## config.mk

```make
export PLATFORM = sky130hd
export DESIGN_NAME = ps2_mouse_device_engine_top_flat
export DESIGN_NICKNAME = d
export VERILOG_FILES = /design/src/rtl/ps2m_pkg.sv /design/src/rtl/ps2m_if.sv /design/src/rtl/ps2_mouse_device_engine_top.sv /design/src/rtl/ps2m_datapath.sv /design/src/rtl/ps2m_ctrl.sv /design/src/flat_wrapper.sv
export SDC_FILE = /design/constraint.sdc
export NUM_CORES = 2
export LEC_CHECK = 0
export BUFFER_PORTS_ARGS = -buffer_cell sky130_fd_sc_hd__buf_2
export CAP_MARGIN = 25
export CORE_MARGIN = 5
export CORE_UTILIZATION = 41
export CTS_CLUSTER_DIAMETER = 120
export DETAILED_ROUTE_END_ITERATION = 8
export PLACE_DENSITY = 0.64
export SYNTH_ARGS = -nofsm -noshare
export SYNTH_HDL_FRONTEND = slang
export SYNTH_SLANG_ARGS = --single-unit
```

## constraint.sdc

```tcl
create_clock -name clk -period 12.9 [get_ports clk]
set_clock_uncertainty 0.1 [all_clocks]
set_input_delay 0 -clock clk [delete_from_list [all_inputs] [get_ports clk]]
set_output_delay 0 -clock clk [all_outputs]
set_load 0.03 [all_outputs]
```

## src/rtl/ps2m_pkg.sv

```systemverilog
// ----------------------------------------------------------------------------
// PS/2 mouse engine package
// Shared types, codes and sequencing helpers for the mouse device engine.
// ----------------------------------------------------------------------------
package ps2m_pkg;

  localparam int FIFO_DEPTH_DEF     = 256;
  localparam int EVENT_HEADROOM_DEF = 16;
  localparam int ACCUM_WIDTH_DEF    = 16;

  localparam logic [7:0] REPLY_ACK  = 8'hFA;
  localparam logic [7:0] REPLY_BAT  = 8'hAA;

  localparam logic [7:0] CMD_SCALE11  = 8'hE6;
  localparam logic [7:0] CMD_SCALE21  = 8'hE7;
  localparam logic [7:0] CMD_SET_RES  = 8'hE8;
  localparam logic [7:0] CMD_INFO     = 8'hE9;
  localparam logic [7:0] CMD_STREAM   = 8'hEA;
  localparam logic [7:0] CMD_POLL     = 8'hEB;
  localparam logic [7:0] CMD_WRAP_OFF = 8'hEC;
  localparam logic [7:0] CMD_WRAP_ON  = 8'hEE;
  localparam logic [7:0] CMD_REMOTE   = 8'hF0;
  localparam logic [7:0] CMD_GET_ID   = 8'hF2;
  localparam logic [7:0] CMD_SET_RATE = 8'hF3;
  localparam logic [7:0] CMD_ENABLE   = 8'hF4;
  localparam logic [7:0] CMD_DISABLE  = 8'hF5;
  localparam logic [7:0] CMD_DEFAULTS = 8'hF6;
  localparam logic [7:0] CMD_RESET    = 8'hFF;

  localparam int ST_SCALE21_BIT = 4;
  localparam int ST_ENABLED_BIT = 5;
  localparam int ST_REMOTE_BIT  = 6;

  localparam logic [7:0] RATE_200 = 8'd200;
  localparam logic [7:0] RATE_100 = 8'd100;
  localparam logic [7:0] RATE_80  = 8'd80;
  localparam logic [7:0] DEF_RATE = 8'd100;
  localparam logic [7:0] DEF_RES  = 8'd2;

  localparam logic [2:0] KIND_STD  = 3'd0;
  localparam logic [2:0] KIND_IMPS = 3'd3;
  localparam logic [2:0] KIND_IMEX = 3'd4;

  typedef enum logic [1:0] {
    OP_CMD    = 2'd0,
    OP_MOTION = 2'd1,
    OP_READ   = 2'd2,
    OP_RESET  = 2'd3
  } op_t;

  typedef enum logic [1:0] {
    ARG_NONE = 2'd0,
    ARG_RES  = 2'd1,
    ARG_RATE = 2'd2
  } arg_t;

  typedef enum logic [1:0] {
    DET_IDLE = 2'd0,
    DET_200  = 2'd1,
    DET_IMPS = 2'd2,
    DET_IMEX = 2'd3
  } det_t;

  typedef enum logic [2:0] {
    PL_NONE,
    PL_ACK,
    PL_ECHO,
    PL_ACK_KIND,
    PL_INFO,
    PL_POLL,
    PL_RESET
  } plan_t;

  typedef enum logic [3:0] {
    BS_ACK,
    BS_ECHO,
    BS_KIND,
    BS_STATUS,
    BS_RES,
    BS_RATE,
    BS_BAT,
    BS_HEAD,
    BS_DX,
    BS_DY,
    BS_WHEEL
  } bsel_t;

  typedef enum logic [3:0] {
    S_IDLE,
    S_CLEAR,
    S_CMD,
    S_PUSH,
    S_MOT_ACC,
    S_MOT_CHK,
    S_PKT,
    S_PKT_SUB,
    S_PKT_CHK,
    S_RD,
    S_RD_WAIT,
    S_RST,
    S_DONE
  } state_t;

  typedef struct packed {
    logic  load;
    logic  exec;
    logic  push;
    bsel_t bsel;
    logic  rd;
    logic  capture;
    logic  acc;
    logic  held_set;
    logic  pkt_sub;
    logic  acc_clear;
    logic  dev_reset;
    logic  clear_wr;
    logic  out_load;
  } dp_cmd_t;

  typedef struct packed {
    plan_t plan;
    logic  enabled;
    logic  remote;
    logic  room;
    logic  full;
    logic  accum_zero;
    logic  null_event;
    logic  kind_ext;
    logic  clear_last;
  } dp_status_t;

  function automatic bsel_t plan_byte(plan_t plan, logic [1:0] k);
    bsel_t b;
    b = BS_ACK;
    unique case (plan)
      PL_ECHO:     b = BS_ECHO;
      PL_ACK_KIND: b = (k == 2'd0) ? BS_ACK : BS_KIND;
      PL_INFO: begin
        case (k)
          2'd0:    b = BS_ACK;
          2'd1:    b = BS_STATUS;
          2'd2:    b = BS_RES;
          default: b = BS_RATE;
        endcase
      end
      PL_RESET: begin
        case (k)
          2'd0:    b = BS_ACK;
          2'd1:    b = BS_BAT;
          default: b = BS_KIND;
        endcase
      end
      default:     b = BS_ACK;
    endcase
    return b;
  endfunction

  function automatic logic plan_last(plan_t plan, logic [1:0] k);
    logic l;
    l = 1'b1;
    unique case (plan)
      PL_ACK_KIND: l = (k == 2'd1);
      PL_INFO:     l = (k == 2'd3);
      PL_RESET:    l = (k == 2'd2);
      default:     l = 1'b1;
    endcase
    return l;
  endfunction

  function automatic bsel_t pkt_byte(logic [1:0] k);
    bsel_t b;
    b = BS_HEAD;
    unique case (k)
      2'd0:    b = BS_HEAD;
      2'd1:    b = BS_DX;
      2'd2:    b = BS_DY;
      default: b = BS_WHEEL;
    endcase
    return b;
  endfunction

endpackage

```

## src/rtl/ps2m_if.sv

```systemverilog
// ----------------------------------------------------------------------------
// PS/2 mouse engine channels
// Valid/ready channels for input items and result items.
// ----------------------------------------------------------------------------
interface ps2m_item_if;
  logic              valid;
  logic              ready;
  logic [1:0]        operation;
  logic [7:0]        command_byte;
  logic signed [10:0] delta_x;
  logic signed [10:0] delta_y;
  logic signed [10:0] delta_wheel;
  logic [4:0]        button_bits;

  modport source (output valid, operation, command_byte, delta_x, delta_y, delta_wheel,
                  button_bits, input ready);
  modport sink (input valid, operation, command_byte, delta_x, delta_y, delta_wheel,
                button_bits, output ready);
endinterface

interface ps2m_result_if;
  logic       valid;
  logic       ready;
  logic [7:0] read_byte;
  logic       irq_level;
  logic [8:0] fifo_level;

  modport source (output valid, read_byte, irq_level, fifo_level, input ready);
  modport sink (input valid, read_byte, irq_level, fifo_level, output ready);
endinterface

```

## src/rtl/ps2_mouse_device_engine_top.sv

```systemverilog
// ----------------------------------------------------------------------------
// PS/2 mouse device engine
// Mouse model with IMPS/2 and IMEX extensions, byte FIFO and motion packets.
// ----------------------------------------------------------------------------
// Each item is handled by a controller that moves the FIFO one byte per cycle.
// A data read pops one byte and captures it, a reset clears the device state
// and a host command executes and then pushes its reply bytes; a poll pushes
// its acknowledge and then one movement packet. A motion event is dropped when
// the device is disabled, else accumulated and, in stream mode with room in the
// FIFO, sent as movement packets repeated until the deltas drain. One item is
// in work at a time; the next is taken as soon as the result sits in the output
// register. After rst the FIFO memory is cleared before the first item is taken.
module ps2_mouse_device_engine_top #(
  parameter int FIFO_DEPTH     = ps2m_pkg::FIFO_DEPTH_DEF,
  parameter int EVENT_HEADROOM = ps2m_pkg::EVENT_HEADROOM_DEF,
  parameter int ACCUM_WIDTH    = ps2m_pkg::ACCUM_WIDTH_DEF
) (
  input logic            clk,
  input logic            rst,
  ps2m_item_if.sink      item,
  ps2m_result_if.source  result
);

  ps2m_pkg::dp_cmd_t    cmd;
  ps2m_pkg::dp_status_t status;

  ps2m_ctrl u_ctrl (
    .clk          (clk),
    .rst          (rst),
    .item_valid   (item.valid),
    .item_ready   (item.ready),
    .operation    (item.operation),
    .result_valid (result.valid),
    .result_ready (result.ready),
    .cmd          (cmd),
    .status       (status)
  );

  ps2m_datapath #(
    .FIFO_DEPTH     (FIFO_DEPTH),
    .EVENT_HEADROOM (EVENT_HEADROOM),
    .ACCUM_WIDTH    (ACCUM_WIDTH)
  ) u_datapath (
    .clk          (clk),
    .rst          (rst),
    .cmd          (cmd),
    .status       (status),
    .command_byte (item.command_byte),
    .delta_x      (item.delta_x),
    .delta_y      (item.delta_y),
    .delta_wheel  (item.delta_wheel),
    .button_bits  (item.button_bits),
    .read_byte    (result.read_byte),
    .irq_level    (result.irq_level),
    .fifo_level   (result.fifo_level)
  );

endmodule

```

## src/rtl/ps2m_datapath.sv

```systemverilog
// ----------------------------------------------------------------------------
// PS/2 mouse engine datapath
// Byte FIFO, device registers, motion accumulators and packet formatting.
// ----------------------------------------------------------------------------
module ps2m_datapath #(
  parameter int FIFO_DEPTH     = ps2m_pkg::FIFO_DEPTH_DEF,
  parameter int EVENT_HEADROOM = ps2m_pkg::EVENT_HEADROOM_DEF,
  parameter int ACCUM_WIDTH    = ps2m_pkg::ACCUM_WIDTH_DEF
) (
  input  logic                 clk,
  input  logic                 rst,
  input  ps2m_pkg::dp_cmd_t    cmd,
  output ps2m_pkg::dp_status_t status,
  input  logic [7:0]           command_byte,
  input  logic signed [10:0]   delta_x,
  input  logic signed [10:0]   delta_y,
  input  logic signed [10:0]   delta_wheel,
  input  logic [4:0]           button_bits,
  output logic [7:0]           read_byte,
  output logic                 irq_level,
  output logic [8:0]           fifo_level
);

  localparam int PW    = $clog2(FIFO_DEPTH);
  localparam int CW    = $clog2(FIFO_DEPTH + 1);
  localparam int AW    = ACCUM_WIDTH;
  localparam int EXT_W = (CW > 9) ? CW : 9;
  localparam logic [PW-1:0] PTR_LAST  = PW'(FIFO_DEPTH - 1);
  localparam logic [CW-1:0] CNT_FULL  = CW'(FIFO_DEPTH);
  localparam logic [CW-1:0] CNT_ROOM  = CW'(FIFO_DEPTH - EVENT_HEADROOM);
  localparam logic signed [AW-1:0] LIM127 = AW'(127);
  localparam logic signed [AW-1:0] NEG127 = AW'(-127);
  localparam logic signed [AW-1:0] LIM7   = AW'(7);
  localparam logic signed [AW-1:0] NEG7   = AW'(-7);
  localparam logic signed [AW-1:0] ACC_MAX = {1'b0, {(AW-1){1'b1}}};
  localparam logic signed [AW-1:0] ACC_MIN = {1'b1, {(AW-1){1'b0}}};

  logic [7:0]         mem [FIFO_DEPTH];
  logic [7:0]         rdata;
  logic [PW-1:0]      rp;
  logic [PW-1:0]      wp;
  logic [CW-1:0]      count;
  logic [PW-1:0]      clear_addr;
  ps2m_pkg::arg_t     pending;
  logic [7:0]         status_bits;
  logic [7:0]         resolution;
  logic [7:0]         sample_rate;
  logic               wrap_mode;
  logic [2:0]         mouse_kind;
  ps2m_pkg::det_t     detect_phase;
  logic signed [AW-1:0] ax;
  logic signed [AW-1:0] ay;
  logic signed [AW-1:0] aw;
  logic [4:0]         held;
  logic [7:0]         byte_q;
  logic signed [10:0] dx_q;
  logic signed [10:0] dy_q;
  logic signed [10:0] dw_q;
  logic [4:0]         btn_q;
  logic [7:0]         res_byte;
  ps2m_pkg::plan_t    plan_c;

  logic signed [AW-1:0] dx_c;
  logic signed [AW-1:0] dy_c;
  logic signed [AW-1:0] dz127;
  logic signed [AW-1:0] dz7;
  logic signed [AW-1:0] dz_sub;
  logic signed [AW:0]   sum_x;
  logic signed [AW:0]   sum_y;
  logic signed [AW:0]   sum_w;
  logic [7:0]           push_data;
  logic                 mem_we;
  logic [PW-1:0]        mem_waddr;
  logic [7:0]           mem_wdata;
  logic [PW-1:0]        raddr;
  logic [EXT_W-1:0]     count_ext;
  logic                 push_ok;

  function automatic logic signed [AW:0] sext(logic signed [10:0] d);
    return (AW+1)'(d);
  endfunction

  function automatic logic signed [AW-1:0] sat(logic signed [AW:0] v);
    logic signed [AW-1:0] r;
    r = v[AW-1:0];
    if (v[AW] != v[AW-1]) begin
      r = v[AW] ? ACC_MIN : ACC_MAX;
    end
    return r;
  endfunction

  function automatic logic signed [AW-1:0] clamp(logic signed [AW-1:0] v,
                                                 logic signed [AW-1:0] hi,
                                                 logic signed [AW-1:0] lo);
    logic signed [AW-1:0] r;
    r = v;
    if (v > hi) begin
      r = hi;
    end else if (v < lo) begin
      r = lo;
    end
    return r;
  endfunction

  function automatic logic [PW-1:0] ptr_inc(logic [PW-1:0] p);
    return (p == PTR_LAST) ? '0 : p + PW'(1);
  endfunction

  // packet deltas
  assign dx_c   = clamp(ax, LIM127, NEG127);
  assign dy_c   = clamp(ay, LIM127, NEG127);
  assign dz127  = clamp(aw, LIM127, NEG127);
  assign dz7    = clamp(aw, LIM7, NEG7);
  assign dz_sub = (mouse_kind == ps2m_pkg::KIND_IMPS) ? dz127 :
                  (mouse_kind == ps2m_pkg::KIND_IMEX) ? dz7 : aw;

  assign sum_x = sext(dx_q) + {ax[AW-1], ax};
  assign sum_y = {ay[AW-1], ay} - sext(dy_q);
  assign sum_w = sext(dw_q) + {aw[AW-1], aw};

  always_comb begin
    push_data = ps2m_pkg::REPLY_ACK;
    case (cmd.bsel)
      ps2m_pkg::BS_ACK:    push_data = ps2m_pkg::REPLY_ACK;
      ps2m_pkg::BS_ECHO:   push_data = byte_q;
      ps2m_pkg::BS_KIND:   push_data = {5'd0, mouse_kind};
      ps2m_pkg::BS_STATUS: push_data = status_bits;
      ps2m_pkg::BS_RES:    push_data = resolution;
      ps2m_pkg::BS_RATE:   push_data = sample_rate;
      ps2m_pkg::BS_BAT:    push_data = ps2m_pkg::REPLY_BAT;
      ps2m_pkg::BS_HEAD:   push_data = {2'b00, dy_c[AW-1], dx_c[AW-1], 1'b1, held[2:0]};
      ps2m_pkg::BS_DX:     push_data = dx_c[7:0];
      ps2m_pkg::BS_DY:     push_data = dy_c[7:0];
      ps2m_pkg::BS_WHEEL:  push_data = (mouse_kind == ps2m_pkg::KIND_IMEX) ?
                                       {2'b00, held[4:3], dz7[3:0]} : dz127[7:0];
      default:             push_data = ps2m_pkg::REPLY_ACK;
    endcase
  end

  assign push_ok   = cmd.push && (count != CNT_FULL);
  assign mem_we    = push_ok || cmd.clear_wr;
  assign mem_waddr = cmd.clear_wr ? clear_addr : wp;
  assign mem_wdata = cmd.clear_wr ? 8'd0 : push_data;
  // an empty read replays the byte just before the read pointer
  assign raddr     = (count != '0) ? rp : ((rp == '0) ? PTR_LAST : rp - PW'(1));

  always_ff @(posedge clk) begin
    if (mem_we) begin
      mem[mem_waddr] <= mem_wdata;
    end
    rdata <= mem[raddr];
  end

  always_ff @(posedge clk) begin
    if (rst) begin
      clear_addr <= '0;
    end else if (cmd.clear_wr) begin
      clear_addr <= ptr_inc(clear_addr);
    end
  end

  always_ff @(posedge clk) begin
    if (cmd.load) begin
      byte_q <= command_byte;
      dx_q   <= delta_x;
      dy_q   <= delta_y;
      dw_q   <= delta_wheel;
      btn_q  <= button_bits;
    end
    if (cmd.load) begin
      res_byte <= 8'd0;
    end else if (cmd.capture) begin
      res_byte <= rdata;
    end
    if (cmd.out_load) begin
      read_byte  <= res_byte;
      irq_level  <= (count != '0);
      fifo_level <= count_ext[8:0];
    end
  end

  assign count_ext = EXT_W'(count);

  always_ff @(posedge clk) begin
    if (rst || cmd.dev_reset) begin
      rp           <= '0;
      wp           <= '0;
      count        <= '0;
      pending      <= ps2m_pkg::ARG_NONE;
      status_bits  <= 8'd0;
      resolution   <= 8'd0;
      sample_rate  <= 8'd0;
      wrap_mode    <= 1'b0;
      mouse_kind   <= ps2m_pkg::KIND_STD;
      detect_phase <= ps2m_pkg::DET_IDLE;
      ax           <= '0;
      ay           <= '0;
      aw           <= '0;
      held         <= 5'd0;
    end else begin
      if (push_ok) begin
        wp    <= ptr_inc(wp);
        count <= count + CW'(1);
      end
      if (cmd.rd && count != '0) begin
        rp    <= ptr_inc(rp);
        count <= count - CW'(1);
      end
      if (cmd.acc) begin
        ax <= sat(sum_x);
        ay <= sat(sum_y);
        aw <= sat(sum_w);
      end
      if (cmd.held_set) begin
        held <= btn_q;
      end
      if (cmd.pkt_sub) begin
        ax <= ax - dx_c;
        ay <= ay - dy_c;
        aw <= aw - dz_sub;
      end
      if (cmd.acc_clear) begin
        ax <= '0;
        ay <= '0;
        aw <= '0;
      end
      if (cmd.exec) begin
        pending <= ps2m_pkg::ARG_NONE;
        if (pending == ps2m_pkg::ARG_RATE) begin
          sample_rate <= byte_q;
          case (detect_phase)
            ps2m_pkg::DET_200: begin
              if (byte_q == ps2m_pkg::RATE_100) begin
                detect_phase <= ps2m_pkg::DET_IMPS;
              end else if (byte_q == ps2m_pkg::RATE_200) begin
                detect_phase <= ps2m_pkg::DET_IMEX;
              end else begin
                detect_phase <= ps2m_pkg::DET_IDLE;
              end
            end
            ps2m_pkg::DET_IMPS: begin
              if (byte_q == ps2m_pkg::RATE_80) begin
                mouse_kind <= ps2m_pkg::KIND_IMPS;
              end
              detect_phase <= ps2m_pkg::DET_IDLE;
            end
            ps2m_pkg::DET_IMEX: begin
              if (byte_q == ps2m_pkg::RATE_80) begin
                mouse_kind <= ps2m_pkg::KIND_IMEX;
              end
              detect_phase <= ps2m_pkg::DET_IDLE;
            end
            default: begin
              if (byte_q == ps2m_pkg::RATE_200) begin
                detect_phase <= ps2m_pkg::DET_200;
              end
            end
          endcase
        end else if (pending == ps2m_pkg::ARG_RES) begin
          resolution <= byte_q;
        end else if (wrap_mode && byte_q == ps2m_pkg::CMD_WRAP_OFF) begin
          wrap_mode <= 1'b0;
        end else if (!wrap_mode || byte_q == ps2m_pkg::CMD_RESET) begin
          unique case (byte_q)
            ps2m_pkg::CMD_SCALE11: status_bits[ps2m_pkg::ST_SCALE21_BIT] <= 1'b0;
            ps2m_pkg::CMD_SCALE21: status_bits[ps2m_pkg::ST_SCALE21_BIT] <= 1'b1;
            ps2m_pkg::CMD_STREAM:  status_bits[ps2m_pkg::ST_REMOTE_BIT]  <= 1'b0;
            ps2m_pkg::CMD_REMOTE:  status_bits[ps2m_pkg::ST_REMOTE_BIT]  <= 1'b1;
            ps2m_pkg::CMD_ENABLE:  status_bits[ps2m_pkg::ST_ENABLED_BIT] <= 1'b1;
            ps2m_pkg::CMD_DISABLE: status_bits[ps2m_pkg::ST_ENABLED_BIT] <= 1'b0;
            ps2m_pkg::CMD_WRAP_ON: wrap_mode <= 1'b1;
            ps2m_pkg::CMD_SET_RES: pending <= ps2m_pkg::ARG_RES;
            ps2m_pkg::CMD_SET_RATE: pending <= ps2m_pkg::ARG_RATE;
            ps2m_pkg::CMD_DEFAULTS: begin
              sample_rate <= ps2m_pkg::DEF_RATE;
              resolution  <= ps2m_pkg::DEF_RES;
              status_bits <= 8'd0;
            end
            ps2m_pkg::CMD_RESET: begin
              sample_rate <= ps2m_pkg::DEF_RATE;
              resolution  <= ps2m_pkg::DEF_RES;
              status_bits <= 8'd0;
              mouse_kind  <= ps2m_pkg::KIND_STD;
            end
            default: begin
            end
          endcase
        end
      end
    end
  end

  // reply plan, taken from the state before the command executes
  always_comb begin
    plan_c = ps2m_pkg::PL_NONE;
    if (pending == ps2m_pkg::ARG_RATE || pending == ps2m_pkg::ARG_RES) begin
      plan_c = ps2m_pkg::PL_ACK;
    end else if (wrap_mode && byte_q == ps2m_pkg::CMD_WRAP_OFF) begin
      plan_c = ps2m_pkg::PL_ACK;
    end else if (wrap_mode && byte_q != ps2m_pkg::CMD_RESET) begin
      plan_c = ps2m_pkg::PL_ECHO;
    end else begin
      unique case (byte_q)
        ps2m_pkg::CMD_SCALE11, ps2m_pkg::CMD_SCALE21, ps2m_pkg::CMD_STREAM,
        ps2m_pkg::CMD_REMOTE, ps2m_pkg::CMD_ENABLE, ps2m_pkg::CMD_DISABLE,
        ps2m_pkg::CMD_WRAP_ON, ps2m_pkg::CMD_SET_RES, ps2m_pkg::CMD_SET_RATE,
        ps2m_pkg::CMD_DEFAULTS: plan_c = ps2m_pkg::PL_ACK;
        ps2m_pkg::CMD_GET_ID:   plan_c = ps2m_pkg::PL_ACK_KIND;
        ps2m_pkg::CMD_INFO:     plan_c = ps2m_pkg::PL_INFO;
        ps2m_pkg::CMD_POLL:     plan_c = ps2m_pkg::PL_POLL;
        ps2m_pkg::CMD_RESET:    plan_c = ps2m_pkg::PL_RESET;
        default:                plan_c = ps2m_pkg::PL_NONE;
      endcase
    end
  end

  assign status.plan       = plan_c;
  assign status.enabled    = status_bits[ps2m_pkg::ST_ENABLED_BIT];
  assign status.remote     = status_bits[ps2m_pkg::ST_REMOTE_BIT];
  assign status.room       = (count < CNT_ROOM);
  assign status.full       = (count == CNT_FULL);
  assign status.accum_zero = (ax == '0) && (ay == '0) && (aw == '0);
  assign status.null_event = status.accum_zero && (held == btn_q);
  assign status.kind_ext   = (mouse_kind == ps2m_pkg::KIND_IMPS) ||
                             (mouse_kind == ps2m_pkg::KIND_IMEX);
  assign status.clear_last = (clear_addr == PTR_LAST);

  a_count_bound: assert property (@(posedge clk) disable iff (rst) count <= CNT_FULL)
    else $error("fifo count above depth");
  a_full_drop: assert property (@(posedge clk) disable iff (rst)
    cmd.push && !cmd.dev_reset && count == CNT_FULL |=> $stable(count))
    else $error("push into full fifo changed count");
  a_pop: assert property (@(posedge clk) disable iff (rst)
    cmd.rd && !cmd.dev_reset && count != '0 |=> count == $past(count) - CW'(1))
    else $error("read did not pop one byte");

endmodule

```

## src/rtl/ps2m_ctrl.sv

```systemverilog
// ----------------------------------------------------------------------------
// PS/2 mouse engine controller
// Sequences command replies, motion packets, reads and result transfers.
// ----------------------------------------------------------------------------
module ps2m_ctrl (
  input  logic                 clk,
  input  logic                 rst,
  input  logic                 item_valid,
  output logic                 item_ready,
  input  logic [1:0]           operation,
  output logic                 result_valid,
  input  logic                 result_ready,
  output ps2m_pkg::dp_cmd_t    cmd,
  input  ps2m_pkg::dp_status_t status
);

  ps2m_pkg::state_t state, state_next;
  ps2m_pkg::plan_t  plan, plan_next;
  logic [1:0]       k, k_next;
  logic             poll, poll_next;
  logic             result_valid_next;

  always_ff @(posedge clk) begin
    if (rst) begin
      state        <= ps2m_pkg::S_CLEAR;
      plan         <= ps2m_pkg::PL_NONE;
      k            <= 2'd0;
      poll         <= 1'b0;
      result_valid <= 1'b0;
    end else begin
      state        <= state_next;
      plan         <= plan_next;
      k            <= k_next;
      poll         <= poll_next;
      result_valid <= result_valid_next;
    end
  end

  always_comb begin
    state_next = state;
    plan_next  = plan;
    k_next     = k;
    poll_next  = poll;
    item_ready = 1'b0;
    cmd        = '0;
    cmd.bsel   = ps2m_pkg::BS_ACK;
    unique case (state)
      ps2m_pkg::S_IDLE: begin
        item_ready = 1'b1;
        if (item_valid) begin
          cmd.load = 1'b1;
          unique case (ps2m_pkg::op_t'(operation))
            ps2m_pkg::OP_CMD:    state_next = ps2m_pkg::S_CMD;
            ps2m_pkg::OP_MOTION: state_next = ps2m_pkg::S_MOT_ACC;
            ps2m_pkg::OP_READ:   state_next = ps2m_pkg::S_RD;
            default:             state_next = ps2m_pkg::S_RST;
          endcase
        end
      end
      ps2m_pkg::S_CLEAR: begin
        cmd.clear_wr = 1'b1;
        if (status.clear_last) begin
          state_next = ps2m_pkg::S_IDLE;
        end
      end
      ps2m_pkg::S_CMD: begin
        cmd.exec  = 1'b1;
        plan_next = status.plan;
        k_next    = 2'd0;
        state_next = (status.plan == ps2m_pkg::PL_NONE) ? ps2m_pkg::S_DONE : ps2m_pkg::S_PUSH;
      end
      ps2m_pkg::S_PUSH: begin
        cmd.push = 1'b1;
        cmd.bsel = ps2m_pkg::plan_byte(plan, k);
        if (ps2m_pkg::plan_last(plan, k)) begin
          k_next    = 2'd0;
          poll_next = 1'b1;
          state_next = (plan == ps2m_pkg::PL_POLL) ? ps2m_pkg::S_PKT : ps2m_pkg::S_DONE;
        end else begin
          k_next = k + 2'd1;
        end
      end
      ps2m_pkg::S_MOT_ACC: begin
        if (status.enabled) begin
          cmd.acc    = 1'b1;
          state_next = ps2m_pkg::S_MOT_CHK;
        end else begin
          state_next = ps2m_pkg::S_DONE;
        end
      end
      ps2m_pkg::S_MOT_CHK: begin
        if (status.null_event) begin
          state_next = ps2m_pkg::S_DONE;
        end else begin
          cmd.held_set = 1'b1;
          k_next       = 2'd0;
          poll_next    = 1'b0;
          state_next = (!status.remote && status.room) ? ps2m_pkg::S_PKT : ps2m_pkg::S_DONE;
        end
      end
      ps2m_pkg::S_PKT: begin
        cmd.push = 1'b1;
        cmd.bsel = ps2m_pkg::pkt_byte(k);
        if (k == 2'd3 || (k == 2'd2 && !status.kind_ext)) begin
          state_next = ps2m_pkg::S_PKT_SUB;
        end else begin
          k_next = k + 2'd1;
        end
      end
      ps2m_pkg::S_PKT_SUB: begin
        cmd.pkt_sub = 1'b1;
        state_next  = ps2m_pkg::S_PKT_CHK;
      end
      ps2m_pkg::S_PKT_CHK: begin
        k_next = 2'd0;
        if (poll || status.accum_zero) begin
          state_next = ps2m_pkg::S_DONE;
        end else if (status.full) begin
          // remaining packets would all be dropped: drain the deltas
          cmd.acc_clear = 1'b1;
          state_next    = ps2m_pkg::S_DONE;
        end else begin
          state_next = ps2m_pkg::S_PKT;
        end
      end
      ps2m_pkg::S_RD: begin
        cmd.rd     = 1'b1;
        state_next = ps2m_pkg::S_RD_WAIT;
      end
      ps2m_pkg::S_RD_WAIT: begin
        cmd.capture = 1'b1;
        state_next  = ps2m_pkg::S_DONE;
      end
      ps2m_pkg::S_RST: begin
        cmd.dev_reset = 1'b1;
        state_next    = ps2m_pkg::S_DONE;
      end
      ps2m_pkg::S_DONE: begin
        // hold until the output register is free
        if (!result_valid || result_ready) begin
          cmd.out_load = 1'b1;
          state_next   = ps2m_pkg::S_IDLE;
        end
      end
      default: state_next = ps2m_pkg::S_IDLE;
    endcase
  end

  assign result_valid_next = cmd.out_load ? 1'b1 : (result_ready ? 1'b0 : result_valid);

  a_load_done: assert property (@(posedge clk) disable iff (rst)
    cmd.out_load |-> state == ps2m_pkg::S_DONE)
    else $error("result loaded outside done state");
  a_no_overwrite: assert property (@(posedge clk) disable iff (rst)
    cmd.out_load |-> !result_valid || result_ready)
    else $error("pending result overwritten");
  a_clear_busy: assert property (@(posedge clk) disable iff (rst)
    cmd.clear_wr |-> !item_ready)
    else $error("item taken during clearing pass");

endmodule

```

## src/flat_wrapper.sv

```systemverilog
// flat-port wrapper written by rule: the top's interface ports become plain ports
module ps2_mouse_device_engine_top_flat 
#(
  parameter int FIFO_DEPTH     = ps2m_pkg::FIFO_DEPTH_DEF,
  parameter int EVENT_HEADROOM = ps2m_pkg::EVENT_HEADROOM_DEF,
  parameter int ACCUM_WIDTH    = ps2m_pkg::ACCUM_WIDTH_DEF
)
  (clk, rst, item_valid, item_operation, item_command_byte, item_delta_x, item_delta_y, item_delta_wheel, item_button_bits, item_ready, result_valid, result_read_byte, result_irq_level, result_fifo_level, result_ready);
  ps2m_item_if item_i ();
  ps2m_result_if result_i ();
  input logic clk;
  input logic rst;
  input wire logic [$bits(item_i.valid)-1:0] item_valid;
  input wire logic [$bits(item_i.operation)-1:0] item_operation;
  input wire logic [$bits(item_i.command_byte)-1:0] item_command_byte;
  input wire logic [$bits(item_i.delta_x)-1:0] item_delta_x;
  input wire logic [$bits(item_i.delta_y)-1:0] item_delta_y;
  input wire logic [$bits(item_i.delta_wheel)-1:0] item_delta_wheel;
  input wire logic [$bits(item_i.button_bits)-1:0] item_button_bits;
  output wire logic [$bits(item_i.ready)-1:0] item_ready;
  output wire logic [$bits(result_i.valid)-1:0] result_valid;
  output wire logic [$bits(result_i.read_byte)-1:0] result_read_byte;
  output wire logic [$bits(result_i.irq_level)-1:0] result_irq_level;
  output wire logic [$bits(result_i.fifo_level)-1:0] result_fifo_level;
  input wire logic [$bits(result_i.ready)-1:0] result_ready;
  assign item_i.valid = item_valid;
  assign item_i.operation = item_operation;
  assign item_i.command_byte = item_command_byte;
  assign item_i.delta_x = item_delta_x;
  assign item_i.delta_y = item_delta_y;
  assign item_i.delta_wheel = item_delta_wheel;
  assign item_i.button_bits = item_button_bits;
  assign item_ready = item_i.ready;
  assign result_valid = result_i.valid;
  assign result_read_byte = result_i.read_byte;
  assign result_irq_level = result_i.irq_level;
  assign result_fifo_level = result_i.fifo_level;
  assign result_i.ready = result_ready;
  ps2_mouse_device_engine_top #(.FIFO_DEPTH(FIFO_DEPTH), .EVENT_HEADROOM(EVENT_HEADROOM), .ACCUM_WIDTH(ACCUM_WIDTH)) u_core (.clk(clk), .rst(rst), .item(item_i), .result(result_i));
endmodule
```

Word-level counts from Yosys, hierarchy flattened
Memories as Yosys holds them, arrays and structs flattened. A register that Yosys moved wholly into a read port is not among the register bits. Cells that the tools add are included.

$add $sub $neg: 13. Magnitude comparators: 9. Eq/ne operators: 80. Muxes and demuxes: 120. Bitwise logic cells: 3. Reductions and logical operators: 66.

Operators with widths (number): two-way mux 16 bit (22); == test 8 bit (second input constant) (19); two-way mux 8 bit (17); one-hot mux 8 bit (10 select lines) (1); greater-than comparator 16 x 8 -> 1 bit (second input constant) (3); logical NOT 16 bit (3); less-than comparator 16 x 8 -> 1 bit (second input constant) (3); two-way mux 4 bit (12); one-hot mux 4 bit (12 select lines) (1); subtractor 16 bit (3); adder 11 x 16 -> 17 bit (2); == test 4 x 3 -> 1 bit (second input constant) (8); == test 4 bit (second input constant) (8); two-way mux 3 bit (10); two-way mux 1 bit (28); nonzero test 2 bit (14); adder 8 x 1 -> 8 bit (second input constant) (3); one-hot mux 4 bit (3 select lines) (2); two-way mux 2 bit (11); AND reduction 5 bit (4); two-way mux 9 bit (2); != test 2 bit (second input constant) (9); AND reduction 6 bit (3); subtractor 16 x 11 -> 17 bit (1); other kinds (47) (102).

Flip-flop bits (word level): 196. Bits in writable memories: 2048. Output and inout bits: 20. Logic and storage cells: 323. Memories kept: 1.

Memories: u_core.u_datapath.mem (depth 256, bits a word 8, rd ports 1, clocked after Yosys merged registers in 1, wr ports 1, line ps2m_datapath.sv:38) `logic [7:0] mem [FIFO_DEPTH];`.

Longest topological paths before layout
Word-level depth: 9. Gate-level depth with buffers: 20. Gate-level depth less buffers: 20.

By module
From an unflattened synthesis, not the netlist that was laid out.

Cell total of the unflattened synthesis: 7701. Area, all modules: 95836.9 µm².

Modules (own cells, without submodules): ps2m_datapath (instances 1, cells each 7549, area an instance 94625.8 µm²); ps2m_ctrl (instances 1, cells each 152, area an instance 1211.2 µm²).

Least setup slack after synthesis
No wires, ideal clock.

Path type: flip-flop to flip-flop. Start point: reg u_core.u_ctrl.k[0]. End point: mem u_core.u_datapath.mem[0][7], data pin. Setup time: 1729 ps. Arrival: 9750 ps. Path slack: 1321 ps. Stages on the path, launching flop included: 11. Cell sequence: dfxtp_1 inv_1 ha_1 nor3_1 nor4_1 a21oi_1 clkbuf_1 nand2_1 nor3_1 o211ai_1 a31oi_1.

Cells in the longest elaborated chain, start to end: 7.

Ends and longest elaborated chain: start, declared (line ps2m_ctrl.sv:19) `logic [1:0] k, k_next;`; start signal, assigned (line ps2m_ctrl.sv:33) `k <= k_next;`; == test 2 bit (tied with other cells) (line ps2m_pkg.sv:139, ps2m_pkg.sv:173); one-hot mux 3 bit (3 select lines) (tied with other cells) (line ps2m_pkg.sv:139) `case (k)`; one-hot mux 3 bit (4 select lines) (line ps2m_pkg.sv:135) `unique case (plan)`; one-hot mux 5 bit (2 select lines) * (line ps2m_ctrl.sv:47) `unique case (state)`; == test 4 bit (tied with other cells) (line ps2m_datapath.sv:123) `case (cmd.bsel)`; one-hot mux 8 bit (10 select lines) * (line ps2m_datapath.sv:123); two-way mux 8 bit * (line ps2m_datapath.sv:143) `assign mem_wdata = cmd.clear_wr ? 8'd0 : push_data;`; named net u_core.u_datapath.mem_wdata[7] (line ps2m_datapath.sv:74) `logic [7:0] mem_wdata;`; end, declared (line ps2m_datapath.sv:38).

The timed path passes the listed nets; every way through them passes the cells marked *.

Final worst setup path
Start point: reg u_core.u_datapath.count[4]. End point: reg u_core.u_datapath.rdata[2], read port of u_core.u_datapath.mem.

Cells in the longest elaborated chain, start to end: 2.

Ends and longest elaborated chain: start, declared (line ps2m_datapath.sv:42) `logic [CW-1:0] count;`; start signal, assigned (line ps2m_datapath.sv:203) `count <= count + CW'(1);`; start signal, assigned (line ps2m_datapath.sv:207) `count <= count - CW'(1);`; nonzero test 9 bit (line ps2m_datapath.sv:145) `assign raddr = (count != '0) ? rp : ((rp == '0) ? PTR_LAST : rp - PW'(1));`; two-way mux 8 bit (line ps2m_datapath.sv:145); end, declared (line ps2m_datapath.sv:39) `logic [7:0] rdata;`.

No other way between the ends. A chain may end at the register's enable or synchronous reset.

==> reports/metrics.cfg <==
[grt]
grt_overflow = 0
antenna_found_initial = 7
track_usage = 0.227
grt_max_degree = 211
grt_pass1_vias = 59233
grt_pass1_wl_um = 411000

[yosys]
ys_seq_area_frac = 0.693
yosysTopAreaCellShare = 0.664
ys.flop_type = edfxtp_1
async_flop_share = 0
synthTopCellsByArea = edfxtp_1 66%, mux4_2 4.9%, nand2_1 4.6%, dfxtp_1 2.9%, nor2_1 2.0%
yosysTopAreaCell = edfxtp_1
yosysUniqueCellTypes = 88
synth_edf_count = 2112
ys_ff_latch = 2251
syn-cell-area_um2 = 95500
syn_nets = 7034
syn_inst = 6853
avgSynthCellArea_um2 = 13.9
ys_warn_count = 0

[route]
vias = 62275
routedWlPerCell_um = 27.7
firstDrtPassIters = 8
vias_per_cell = 6.08
wl_um = 283000
drtAntennaViolNets = 0
drc = 0
dr.first_iter.drc_count = 8328

[worst_setup_path]
cpMostUsedCell = buf_4
cp-start-kind = flop
critPathArrivalTime_ns = 6.82
crit_required_ns = 13.53
end_kind = flop
slowest_stage = and2_4
reg2reg_from = u_core.u_datapath.count[4]
worstPathCellList = or4_1, o31ai_4, buf_4, and2_4, buf_4, buf_4, mux4_2, nand2_1, nand3_1, a31oi_1, nand2_1, or4_1
critical_path_buf_inv_count = 3
reg2reg_to = u_core.u_datapath.rdata[2]
crit_type = flop to flop
cp_slowest_stage_delay_ns = 0.82
crit_fanout = 57
r2r_cells = 12
cp_top_family = simple AND/OR/NAND/NOR gates
r2r_slack_ns = 6.71

[timing]
post-route-min-period_ns = 6.19
finalSetupTns_ns = 0
setup_ws_ns = 6.71
finalHoldViolations = 0
maxSlewViolCount = 0
fin_crit_sh = 0.480
slew_headroom = 0.271
worst_slew_pin_slew_ns = 1.08
rsz0062_at_grt = false
setup_viol = 0
max_freq_ghz = 0.162

[layout]
stdcell_area_um2 = 107000
final_common_cell = edfxtp_1
final_cell_mix = 2112 x edfxtp_1, 1176 x nand2_1, 504 x nor2_1, 235 x nand3_1, 224 x clkbuf_16
seq_area_um2 = 66200
drive_gt1_frac = 0.110
n_fill_cell = 20042
final_nets = 7188
post-route-util = 0.462
multi_input_area_um2 = 27200
syn2layout_area_growth_pct = 12.3
final_cells = 10243

[cts]
root_buffer = clkbuf_16
cts_sinks = 2251
clk_pin_slew_ns = 0.06
cts.repair.resized = 0
clockBufferDepth = 3
cts_tree = built
htree_levels = 4
cts_setup_buffers = 0
cts_hold_buf = 102
cts_buffers = 222
clk_latency_ns = 0.87

[die]
fp-row-count = 177
core_um2 = 232000
die_w_um = 493
die_y_um = 493
dieArea_um2 = 243000
initial_utilization = 0.411
ioPinCount = 72

[pwr]
ir_drop_v = 0.000141
p_leak_nw = 35.2
powerDensity_nw_per_um2 = 134

[placement]
place_ws_ns = 6.95
placed_cells = 9714
placed_area_um2 = 98900
numPortBuffers = 71
hpwl_um = 172000
gp_congestion = 0.891

[min_path]
hp-class = input pin to flop
min_to = u_core.u_ctrl.state[0]
hold_path_depth = 6
hp-start = item_operation[1]

[flow_run]
max-cap-violations = 0

[outcome]
status = finished clean

-- metal layers --
metal  GRT usage  share of wire
met5           0              0
met4      0.0808          0.038
met3      0.0607           0.11
met2       0.343           0.45
met1       0.316           0.40
-- cell usage after synthesis, drive strengths merged, types with 122 or more instances --
cell type  count
a31oi        172
o21ai        186
nand3        236
mux4         216
a21oi        215
nor2         516
buf          211
edfxtp      2112
dfxtp        139
ha           122
nand2       1178
clkbuf       177
and3         189
-- worst max path at each step --
stage,to,depth (start not counted),from,slack [ns]
after floorplan,u_core.u_datapath.mem[0][7],10,u_core.u_ctrl.k[0],1.32
after global placement,u_core.u_datapath.rdata[2],12,u_core.u_datapath.count[4],6.91
after detailed placement,u_core.u_datapath.rdata[2],12,u_core.u_datapath.count[4],6.95
after CTS,u_core.u_datapath.rdata[2],12,u_core.u_datapath.count[4],6.93
after global routing,u_core.u_datapath.rdata[4],12,u_core.u_datapath.rp[0],6.52
final,u_core.u_datapath.rdata[2],12,u_core.u_datapath.count[4],6.71
-- registers in the layout (all words and copies together), names as in the netlist, 8 cells and up --
| signal | flops |
|---|---|
| u_core.u_datapath.mem | 2048 |
| u_core.u_datapath.aw | 16 |
| u_core.u_datapath.ax | 16 |
| u_core.u_datapath.ay | 16 |
| u_core.u_datapath.dw_q | 11 |
| u_core.u_datapath.dx_q | 11 |
| u_core.u_datapath.dy_q | 11 |
| u_core.u_datapath.count | 9 |
| u_core.u_datapath.fifo_level | 9 |
| u_core.u_datapath.byte_q | 8 |
| u_core.u_datapath.clear_addr | 8 |
| u_core.u_datapath.rdata | 8 |
| u_core.u_datapath.read_byte | 8 |
| u_core.u_datapath.res_byte | 8 |
| u_core.u_datapath.resolution | 8 |
| u_core.u_datapath.rp | 8 |
| u_core.u_datapath.sample_rate | 8 |
| u_core.u_datapath.wp | 8 |
-- layout make-up --
cell class,count,share of cell area
well taps,3043,0.0355
flip-flops and latches,2251,0.617
clock buffers,277,0.0544
multi-input cells,4132,0.253
inverters,82,0.00287
repair buffers,318,0.0249
diodes,3,0.0000700
clock inverters,137,0.0117
-- stage by stage --
step | total power [mW] | hold WS [ns]
2_1_floorplan | 8.07 | -0.00113
3_5_place_dp | 8.13 | 0.0781
4_1_cts | 14.4 | 0.157
3_3_place_gp | 8.12 | 0.0796
6_report | 14.4 | 0.227
5_1_grt | 14.7 | 0.212
-- cell families after synthesis --
kind of cell	synth area share
buf+inv	0.0253
flops	0.693
fa+ha+maj	0.0174
simple gates	0.113
mux	0.0633
xor+xnor	0.00880
compound gates	0.0792
-- worst reg2reg max path: stages (launching register included) --
cell,delay (ns)
dfxtp_1,0.38
or4_1,0.81
o31ai_4,0.30
buf_4,0.29
and2_4,0.83
buf_4,0.66
buf_4,0.79
mux4_2,0.46
nand2_1,0.10
nand3_1,0.10
a31oi_1,0.66
nand2_1,0.13
or4_1,0.49
-- power by group --
| part | switching [mW] | leakage [nW] | internal [mW] |
|---|---|---|---|
| sequential | 0.0156 | 19.7 | 7.89 |
| combinational | 0.0616 | 12.1 | 0.0368 |
| clock | 2.81 | 3.46 | 3.56 |
| total | 2.88 | 35.2 | 11.5 |
No activity file was read; power rests on OpenSTA's default activity.
